`config.mk`:
```
export PLATFORM = sky130hd
export DESIGN_NAME = opcode_record_stream_parser
export DESIGN_NICKNAME = d
export VERILOG_FILES = /design/src/rtl/orsp_pkg.sv /design/src/rtl/orsp_decode.sv /design/src/rtl/opcode_record_stream_parser.sv
export SDC_FILE = /design/constraint.sdc
export NUM_CORES = 1
export LEC_CHECK = 0
export ABC_AREA = 1
export ABC_CLOCK_PERIOD_IN_PS = 4000
export BUFFER_PORTS_ARGS = -buffer_cell sky130_fd_sc_hd__buf_2
export CORE_AREA = 2 2 78 80
export DETAILED_ROUTE_END_ITERATION = 8
export DIE_AREA = 0 0 80 82
export PLACE_DENSITY = 0.75
export SLEW_MARGIN = 40
export SYNTH_ARGS = -nofsm -noshare
export SYNTH_HDL_FRONTEND = slang
export SYNTH_SLANG_ARGS = --single-unit
```
`constraint.sdc`:
```
create_clock -name i_clk -period 4 [get_ports i_clk]
set_clock_uncertainty 0.05 [all_clocks]
set_input_delay 1 -clock i_clk [delete_from_list [all_inputs] [get_ports i_clk]]
set_output_delay 1 -clock i_clk [all_outputs]
set_load 0.005 [all_outputs]
```
`src/rtl/orsp_pkg.sv`:
```
// ----------------------------------------------------------------------------
// orsp_pkg
// shared types and codes of the opcode record stream parser
// ----------------------------------------------------------------------------
package orsp_pkg;

    localparam int RECOLOR_ENTRIES_DEF = 10;

    // parser phases
    localparam logic [2:0] PH_OPCODE = 3'd0;
    localparam logic [2:0] PH_WIDE1  = 3'd1;
    localparam logic [2:0] PH_WIDE2  = 3'd2;
    localparam logic [2:0] PH_NARROW = 3'd3;
    localparam logic [2:0] PH_SKIP   = 3'd4;

    // result kinds
    localparam logic [1:0] KIND_WRITE = 2'd0;
    localparam logic [1:0] KIND_DONE  = 2'd1;
    localparam logic [1:0] KIND_ERROR = 2'd2;

    // error codes
    localparam logic [1:0] ERR_TRAILING = 2'd0;
    localparam logic [1:0] ERR_UNKNOWN  = 2'd1;
    localparam logic [1:0] ERR_NO_TERM  = 2'd2;
    localparam logic [1:0] ERR_TRUNC    = 2'd3;

    // field codes
    localparam logic [3:0] FC_MODEL     = 4'd0;
    localparam logic [3:0] FC_SEQUENCE  = 4'd1;
    localparam logic [3:0] FC_RECOL_SRC = 4'd7;
    localparam logic [3:0] FC_RECOL_DST = 4'd8;

    // opcodes
    localparam logic [7:0] OP_END       = 8'd0;
    localparam logic [7:0] OP_MODEL     = 8'd1;
    localparam logic [7:0] OP_SEQUENCE  = 8'd2;
    localparam logic [7:0] OP_SCALE_X   = 8'd4;
    localparam logic [7:0] OP_SCALE_Y   = 8'd5;
    localparam logic [7:0] OP_ROTATION  = 8'd6;
    localparam logic [7:0] OP_AMBIENT   = 8'd7;
    localparam logic [7:0] OP_CONTRAST  = 8'd8;
    localparam logic [7:0] OP_FC_OFFSET = 8'd2;
    localparam logic [7:0] OP_RECOL_SRC = 8'd40;
    localparam logic [7:0] OP_RECOL_DST = 8'd50;
    localparam logic [7:0] OP_RECOL_END = 8'd60;

    localparam logic [15:0] ID_ABSENT = 16'hFFFF;

    typedef struct packed {
        logic [1:0]  kind;
        logic [3:0]  field_code;
        logic [3:0]  entry_index;
        logic [15:0] field_value;
        logic        absent;
        logic [1:0]  error_code;
    } t_result;

    typedef struct packed {
        logic [2:0] phase;
        logic [7:0] held_opcode;
        logic [7:0] first_byte;
    } t_parse_state;

endpackage

```
`src/rtl/orsp_decode.sv`:
```
// ----------------------------------------------------------------------------
// orsp_decode
// next-state and result logic for one payload byte
// ----------------------------------------------------------------------------
module orsp_decode #(
    parameter int RECOLOR_ENTRIES = orsp_pkg::RECOLOR_ENTRIES_DEF
) (
    input  orsp_pkg::t_parse_state i_state,
    input  logic                   i_big_endian,
    input  logic [7:0]             i_data_byte,
    input  logic                   i_last_byte,
    output orsp_pkg::t_parse_state o_state,
    output logic                   o_emit,
    output orsp_pkg::t_result      o_result
);

    localparam logic [7:0] SRC_END = 8'(int'(orsp_pkg::OP_RECOL_SRC) + RECOLOR_ENTRIES);
    localparam logic [7:0] DST_END = 8'(int'(orsp_pkg::OP_RECOL_DST) + RECOLOR_ENTRIES);

    logic        op_wide;
    logic        op_narrow;
    logic [7:0]  held;
    logic [7:0]  op_minus;
    logic [7:0]  src_idx;
    logic [7:0]  dst_idx;
    logic [15:0] value;
    orsp_pkg::t_result wr;

    assign held = i_state.held_opcode;

    // width class of the incoming opcode byte
    always_comb begin
        op_wide = (i_data_byte == orsp_pkg::OP_MODEL)    ||
                  (i_data_byte == orsp_pkg::OP_SEQUENCE) ||
                  (i_data_byte == orsp_pkg::OP_SCALE_X)  ||
                  (i_data_byte == orsp_pkg::OP_SCALE_Y)  ||
                  (i_data_byte == orsp_pkg::OP_ROTATION) ||
                  ((i_data_byte >= orsp_pkg::OP_RECOL_SRC) && (i_data_byte < SRC_END)) ||
                  ((i_data_byte >= orsp_pkg::OP_RECOL_DST) && (i_data_byte < DST_END));
        op_narrow = (i_data_byte == orsp_pkg::OP_AMBIENT) ||
                    (i_data_byte == orsp_pkg::OP_CONTRAST);
    end

    // field write built from the held opcode
    always_comb begin
        op_minus = held - orsp_pkg::OP_FC_OFFSET;
        src_idx  = held - orsp_pkg::OP_RECOL_SRC;
        dst_idx  = held - orsp_pkg::OP_RECOL_DST;
        if (i_state.phase == orsp_pkg::PH_WIDE2) begin
            value = i_big_endian ? {i_state.first_byte, i_data_byte}
                                 : {i_data_byte, i_state.first_byte};
        end else begin
            value = {8'd0, i_data_byte};
        end
        wr             = '0;
        wr.kind        = orsp_pkg::KIND_WRITE;
        wr.field_value = value;
        if (held == orsp_pkg::OP_MODEL) begin
            wr.field_code = orsp_pkg::FC_MODEL;
        end else if (held == orsp_pkg::OP_SEQUENCE) begin
            wr.field_code = orsp_pkg::FC_SEQUENCE;
        end else if ((held >= orsp_pkg::OP_SCALE_X) && (held <= orsp_pkg::OP_CONTRAST)) begin
            wr.field_code = op_minus[3:0];
        end else if ((held >= orsp_pkg::OP_RECOL_SRC) && (held < orsp_pkg::OP_RECOL_DST)) begin
            wr.field_code  = orsp_pkg::FC_RECOL_SRC;
            wr.entry_index = src_idx[3:0];
        end else if ((held >= orsp_pkg::OP_RECOL_DST) && (held < orsp_pkg::OP_RECOL_END)) begin
            wr.field_code  = orsp_pkg::FC_RECOL_DST;
            wr.entry_index = dst_idx[3:0];
        end
        wr.absent = ((held == orsp_pkg::OP_MODEL) || (held == orsp_pkg::OP_SEQUENCE)) &&
                    (value == orsp_pkg::ID_ABSENT);
    end

    always_comb begin
        o_state  = i_state;
        o_emit   = 1'b0;
        o_result = '0;
        case (i_state.phase)
            orsp_pkg::PH_OPCODE: begin
                o_emit = 1'b1;
                if (i_data_byte == orsp_pkg::OP_END) begin
                    if (i_last_byte) begin
                        o_result.kind = orsp_pkg::KIND_DONE;
                        o_state.phase = orsp_pkg::PH_OPCODE;
                    end else begin
                        o_result.kind       = orsp_pkg::KIND_ERROR;
                        o_result.error_code = orsp_pkg::ERR_TRAILING;
                        o_state.phase       = orsp_pkg::PH_SKIP;
                    end
                end else if (!op_wide && !op_narrow) begin
                    o_result.kind       = orsp_pkg::KIND_ERROR;
                    o_result.error_code = orsp_pkg::ERR_UNKNOWN;
                    o_state.phase = i_last_byte ? orsp_pkg::PH_OPCODE : orsp_pkg::PH_SKIP;
                end else if (i_last_byte) begin
                    o_result.kind       = orsp_pkg::KIND_ERROR;
                    o_result.error_code = orsp_pkg::ERR_TRUNC;
                    o_state.phase       = orsp_pkg::PH_OPCODE;
                end else begin
                    o_emit              = 1'b0;
                    o_state.held_opcode = i_data_byte;
                    o_state.phase = op_wide ? orsp_pkg::PH_WIDE1 : orsp_pkg::PH_NARROW;
                end
            end
            orsp_pkg::PH_WIDE1: begin
                if (i_last_byte) begin
                    o_emit              = 1'b1;
                    o_result.kind       = orsp_pkg::KIND_ERROR;
                    o_result.error_code = orsp_pkg::ERR_TRUNC;
                    o_state.phase       = orsp_pkg::PH_OPCODE;
                end else begin
                    o_state.first_byte = i_data_byte;
                    o_state.phase      = orsp_pkg::PH_WIDE2;
                end
            end
            orsp_pkg::PH_WIDE2, orsp_pkg::PH_NARROW: begin
                o_emit        = 1'b1;
                o_state.phase = orsp_pkg::PH_OPCODE;
                if (i_last_byte) begin
                    o_result.kind       = orsp_pkg::KIND_ERROR;
                    o_result.error_code = orsp_pkg::ERR_NO_TERM;
                end else begin
                    o_result = wr;
                end
            end
            default: begin
                if (i_last_byte) begin
                    o_state.phase = orsp_pkg::PH_OPCODE;
                end
            end
        endcase
    end

endmodule

```
`src/rtl/opcode_record_stream_parser.sv`:
```
// ----------------------------------------------------------------------------
// opcode_record_stream_parser
// parses opcode-tagged records from a byte stream into field writes,
// done and error results
// ----------------------------------------------------------------------------
//  channel  | signals                          | direction
//  ---------+----------------------------------+----------
//  in       | i_in_valid / o_in_ready, byte    | request in
//  out      | o_out_valid / i_out_ready, result| request out
//  cfg      | i_cfg_we, i_cfg_data             | write only
//
//  one byte per cycle sustained while the result output is not stalled; a result
//  passes the input register, then the result register
//  synchronous active-low reset returns the parser to expect opcode and
//  sets big-endian order
//  a stalled result holds the parse stage; the input register still takes
//  one more byte, so input ready drops only when both stages are full
// ----------------------------------------------------------------------------
module opcode_record_stream_parser #(
    parameter int RECOLOR_ENTRIES = orsp_pkg::RECOLOR_ENTRIES_DEF
) (
    input  logic        i_clk,
    input  logic        i_rst_n,
    input  logic        i_in_valid,
    output logic        o_in_ready,
    input  logic [7:0]  i_data_byte,
    input  logic        i_last_byte,
    input  logic        i_cfg_we,
    input  logic        i_cfg_data,
    output logic        o_out_valid,
    input  logic        i_out_ready,
    output logic [1:0]  o_kind,
    output logic [3:0]  o_field_code,
    output logic [3:0]  o_entry_index,
    output logic [15:0] o_field_value,
    output logic        o_absent,
    output logic [1:0]  o_error_code
);

    logic                   r_big_endian;
    logic                   r_in_valid;
    logic [7:0]             r_in_byte;
    logic                   r_in_last;
    orsp_pkg::t_parse_state r_state;
    orsp_pkg::t_parse_state n_state;
    logic                   r_out_valid;
    orsp_pkg::t_result      r_result;
    orsp_pkg::t_result      n_result;
    logic                   emit;
    logic                   advance;

    orsp_decode #(
        .RECOLOR_ENTRIES (RECOLOR_ENTRIES)
    ) u_decode (
        .i_state      (r_state),
        .i_big_endian (r_big_endian),
        .i_data_byte  (r_in_byte),
        .i_last_byte  (r_in_last),
        .o_state      (n_state),
        .o_emit       (emit),
        .o_result     (n_result)
    );

    // parse stage moves unless it has a result and the output slot is held
    assign advance    = r_in_valid && (!emit || !r_out_valid || i_out_ready);
    assign o_in_ready = !r_in_valid || advance;

    always_ff @(posedge i_clk) begin
        if (!i_rst_n) begin
            r_big_endian <= 1'b1;
        end else if (i_cfg_we) begin
            r_big_endian <= i_cfg_data;
        end
    end

    always_ff @(posedge i_clk) begin
        if (!i_rst_n) begin
            r_in_valid <= 1'b0;
        end else if (o_in_ready) begin
            r_in_valid <= i_in_valid;
        end
    end

    always_ff @(posedge i_clk) begin
        if (o_in_ready && i_in_valid) begin
            r_in_byte <= i_data_byte;
            r_in_last <= i_last_byte;
        end
    end

    always_ff @(posedge i_clk) begin
        if (!i_rst_n) begin
            r_state.phase       <= orsp_pkg::PH_OPCODE;
            r_state.held_opcode <= '0;
            r_state.first_byte  <= '0;
        end else if (advance) begin
            r_state <= n_state;
        end
    end

    always_ff @(posedge i_clk) begin
        if (!i_rst_n) begin
            r_out_valid <= 1'b0;
        end else if (advance && emit) begin
            r_out_valid <= 1'b1;
        end else if (i_out_ready) begin
            r_out_valid <= 1'b0;
        end
    end

    always_ff @(posedge i_clk) begin
        if (advance && emit) begin
            r_result <= n_result;
        end
    end

    assign o_out_valid   = r_out_valid;
    assign o_kind        = r_result.kind;
    assign o_field_code  = r_result.field_code;
    assign o_entry_index = r_result.entry_index;
    assign o_field_value = r_result.field_value;
    assign o_absent      = r_result.absent;
    assign o_error_code  = r_result.error_code;

endmodule
```
# After elaboration in Yosys (flattened, before gate mapping)
# Cells that the tools add are included.
# Widths: inputs -> output; s select.
op_classes:
  n_shift: 0
  div: 0
  n_mux: 29
  bitwise: 4
  n_lt_le_gt_ge: 10
  multipliers: 0
  addsub: 3
  reduce_logical: 39
  n_eq_ne: 13
ops:
  columns: ["cell", "n"]
  rows:
  - ["$eq 8x3->1 const B", 4]
  - ["$ge 8x6->1 const B", 4]
  - ["$lt 8x6->1 const B", 4]
  - ["$mux 16", 2]
  - ["$mux 2", 9]
  - ["$eq 16x16->1 const B", 1]
  - ["$eq 8x1->1 const B", 2]
  - ["$eq 8x2->1 const B", 2]
  - ["$mux 8", 2]
  - ["$mux 3", 5]
  - ["$logic_or 1x1->1", 11]
  - ["$logic_and 1x1->1", 10]
  - ["$pmux 3 s3", 1]
  - ["$eq 8x4->1 const B", 1]
  - ["$ge 8x3->1 const B", 1]
  - ["$le 8x4->1 const B", 1]
  - ["$logic_not 8->1", 1]
  - ["$sub 4x2->4 const B", 2]
  - ["$eq 3x2->1 const B", 2]
  - ["$mux 1", 6]
  - ["$pmux 2 s3", 1]
  - ["$reduce_or 3->1", 2]
  - ["$logic_not 1->1", 5]
  - ["$reduce_and 5->1", 1]
  - ["other kinds (14)", 18]
totals:
  in_bits: 15
  latchBits: 0
  rom_bits: 0
  regBits: 60
  n_memories: 0
  ram_bits: 0

# Longest topological paths before layout
logic_depth:
  depth_word: 18
  ltp_mapped: 15
  mapped_depth_nobuf: 14

# Modules after synthesis
# Synthesis repeated with hierarchy kept, for this count alone.
unflattened:
  hier_cells: 460
  hier_area_um2: 3412.0
modules_own_cells:
  columns: ["mod", "seq_area_each_um2", "area_each_um2", "cells_each", "n_inst"]
  rows:
  - ["opcode_record_stream_parser", 1581.5, 2165.8, 183, 1]
  - ["orsp_decode", 0.0, 1246.2, 277, 1]

# Worst setup path before layout
# Ideal clock, no wire load.
synth_path:
  kind: "input-to-output"
  startpoint: "in i_out_ready"
  endpoint: "out o_in_ready"
  path_slack_ns: 1.642
  arrival_ns: 1.308
  cell_stages: 2
  path_buffers: 0
  required_ns: 2.950
  cell_sequence: "nor2_2 -> nand3_1"
synth_between:
  elab_chain_len: 3
synth_lines:
  columns: ["item", "line", "text"]
  rows:
  - ["start: declaration", "opcode_record_stream_parser.sv:31", "input logic i_out_ready,"]
  - ["$logic_or 1x1->1", "opcode_record_stream_parser.sv:65", "assign advance = r_in_valid && (!emit || !r_out_valid || i_out_ready);"]
  - ["$logic_and 1x1->1", "opcode_record_stream_parser.sv:65", null]
  - ["$logic_or 1x1->1", "opcode_record_stream_parser.sv:66", "assign o_in_ready = !r_in_valid || advance;"]
  - ["end: declaration", "opcode_record_stream_parser.sv:25", "output logic o_in_ready,"]
# No other way between the ends.

# Worst setup path after layout
layout_path:
  startpoint: "reg r_in_byte[0]"
  endpoint: "out o_in_ready"
layout_between:
  elab_chain_len: 17
layout_lines:
  columns: ["item", "line", "text"]
  rows:
  - ["start: declaration", "opcode_record_stream_parser.sv:42", "logic [7:0] r_in_byte;"]
  - ["start signal: assignment", "opcode_record_stream_parser.sv:86", "r_in_byte <= i_data_byte;"]
  - ["branches (longest 10 deep; another with $ge 8x6->1)", null, null]
  - ["$mux 1 *", "orsp_decode.sv:82", "if (i_data_byte == orsp_pkg::OP_END) begin"]
  - ["$pmux 1 s3 *", "orsp_decode.sv:79", "case (i_state.phase)"]
  - ["$logic_not 1->1 *", "opcode_record_stream_parser.sv:65", null]
  - ["$logic_or 1x1->1 * (2 in series)", "opcode_record_stream_parser.sv:65", null]
  - ["$logic_and 1x1->1 *", "opcode_record_stream_parser.sv:65", null]
  - ["$logic_or 1x1->1 *", "opcode_record_stream_parser.sv:66", null]
# Mark *: on every way between the ends.

==> qor.yml <==
status: "finished clean"
die_height_um: 82
start_util_pct: 53.4
antenna_found_initial: 0
htreeDepth: 3
synthMuxAreaShare_pct: 0
rows: 28
slew_viol_final: 0
p_per_area_nw_per_um2: 398
vdd_drop_max_v: 0.000293
cts-root-buf: "clkbuf_8"
cp.arrival_ps: 1910
hold_viol: 0
critical_path_class: "reg -> out"
ys_top_cells_by_area: "edfxtp_1 37%, dfxtp_1 14%, nand2_1 10%, inv_1 6.0%, nor2_1 5.9%"
grt_first_pass_wirelength_um: 9580
gp_congestion: 0.846
synthAdderAreaFrac_pct: 0.815
synthFlopType: "edfxtp_1"
cts_buffer_depth: 2
synth-compound-area-share_pct: 8.03
tritoncts: "built"
detail_route.iter0.violations: 158
maxCapViolations: 0
synth_xor_area_share_pct: 0.285
final_common_cell: "nand2_1"
layout-drive-gt1-share_pct: 23.1
clock_sinks: 60
vias_per_cell: 4.91
route.detailed.drc: 0
leakage_uw: 0.00153
worst_skew_pair.late_latency_ps: 340
crit_required_ps: 2950
dieWidth_um: 80
io_pins: 46
finalCritPeriodShare_pct: 74.0
post_cts_resized: 0
dp_hpwl_um: 4260
yosysSeqAreaShare_pct: 51.5
synth_cells: 367
vias: 2406
ys_types: 36
worst-path-max-fanout: 8
yosys.area_share.simple_pct: 29.3
synth_top_family_by_area: "simple AND/OR/NAND/NOR gates"
avgSynthCellArea_um2: 8.36
slew_headroom_pct: 55.8
placed_area_um2: 3310
yosysTopAreaCell: "edfxtp_1"
dr.pass1.iters: 7
ys_warn_count: 0
grt_remaining_overflow: 0
yosysTopAreaCellShare_pct: 37.2
max_freq_ghz: 0.338
wire_per_inst_um: 12.2
tritoncts.num_buffers: 9
rsz0062_at_grt: "no"
startpoint_type: "flip-flop"
antenna_cells: 0
synth-async-reset-ratio_pct: 0
final_nets: 428
wirelength_um: 5970
tightest_slew_ps: 662
synth_nets: 384
grt_usage_pct: 19.4
ys_ff_latch: 60
setup_tns_ps: 0
grt_max_degree: 30
synth_area_um2: 3070
io_buffers: 45
finalInstanceArea_um2: 3510
ctsHoldBuffers: 0
ant_nets: 0
clk_pin_slew_ps: 60
hold_class: "reg -> reg"
dieArea_um2: 6560
cp-end-kind: "output port"
grt_pass1_vias: 2117
area_delta_synth_final_pct: 14.3
layout_min_cycle_time_ps: 2960
fp.coreArea_um2: 5750
synth-edff-count: 38
setup_violations: 0
mostFrequentLayoutCells: "82 x nand2_1, 48 x inv_1, 48 x nor2_1"
postCtsSetupBuffers: 0
==> cells in the mapped netlist (2+ instances only) <==
| library cell | n |
|---|---|
| inv_1 | 49 |
| nor2_1 | 48 |
| nand2_2 | 2 |
| edfxtp_1 | 38 |
| inv_2 | 10 |
| ha_1 | 2 |
| nand2_1 | 82 |
| o21ai_0 | 15 |
| buf_2 | 6 |
| nand4_1 | 13 |
| nor4_1 | 2 |
| and2_1 | 2 |
| o21ai_1 | 3 |
| nor2_2 | 14 |
| nand3_1 | 12 |
| buf_4 | 2 |
| dfxtp_1 | 22 |
| a21oi_1 | 16 |
| buf_6 | 3 |
| nor3_1 | 5 |
| nand2_4 | 5 |
| a31oi_1 | 2 |
==> report_power, final <==
group	switching, uW	internal, uW	total, uW
Sequential	24.9	689	714
Combinational	85.8	45.1	131
Clock	219	334	553
==> kinds of logic after synthesis <==
kind of cell | after synthesis
compound gates | 42
buf+inv | 72
fa+ha+maj | 2
xor+xnor | 1
flops | 60
simple gates | 190
==> routing by layer <==
metal / up-vias / track usage, % / share of wire (%)
met5: - / 0 / 0
met4: 0 / 10.7 / 2.0
met3: 13 / 3.96 / 5.6
met2: 78 / 31.3 / 48
met1: 1045 / 24.6 / 45
li1: 1270 / - / -
==> sequential cells by signal, indices dropped and copies added, names as in the netlist <==
register / flops
o_field_code: 4
r_big_endian: 1
o_field_value: 16
r_in_last: 1
o_entry_index: 4
r_state: 19
r_in_valid: 1
o_absent: 1
o_kind: 2
o_error_code: 2
o_out_valid: 1
r_in_byte: 8
==> worst max-delay path: stages (launching register included) <==
cell and delay, ps:
edfxtp_1 540, nor2_4 190, nand2_2 70, nand2_1 60, nand2_1 50, nand2_2 90, nand2_4 70, nand2_4 80
nand2_4 60, nand2_4 90, nand3_1 100, buf_2 180
==> cell type report <==
cell class | instances | area, um^2
multi-input cells | 235 | 1180
well taps | 75 | 93.8
repair buffers | 45 | 225
flip-flops and latches | 60 | 1580
fillers | 513 | 2240
clock inverters | 2 | 33.8
clock buffers | 13 | 169
inverters | 60 | 226
==> final timing paths <==
| path | startpoint | slack, ps | cells past startpoint | endpoint |
|---|---|---|---|---|
| hold reg to reg | r_state[14] | 390 | 2 | r_state[14] |
| hold / removal | r_state[14] | 390 | 2 | r_state[14] |
| setup reg to reg | r_in_byte[0] | 1710 | 11 | o_field_code[1] |
| setup / recovery | r_in_byte[0] | 1040 | 11 | o_in_ready |
==> through the flow <==
step	std cells	hold WS (ps)	setup WS, ps	util (%)	total power (uW)
5_1_grt	490	415	909	61.1	1450
4_1_cts	490	389	1030	61.1	1410
3_3_place_gp	475	378	1360	57.5	854
3_5_place_dp	475	379	1350	57.5	857
6_report	490	390	1040	61.1	1400
2_1_floorplan	367	367	1640	-	817
(Power assumes the default switching activity.)
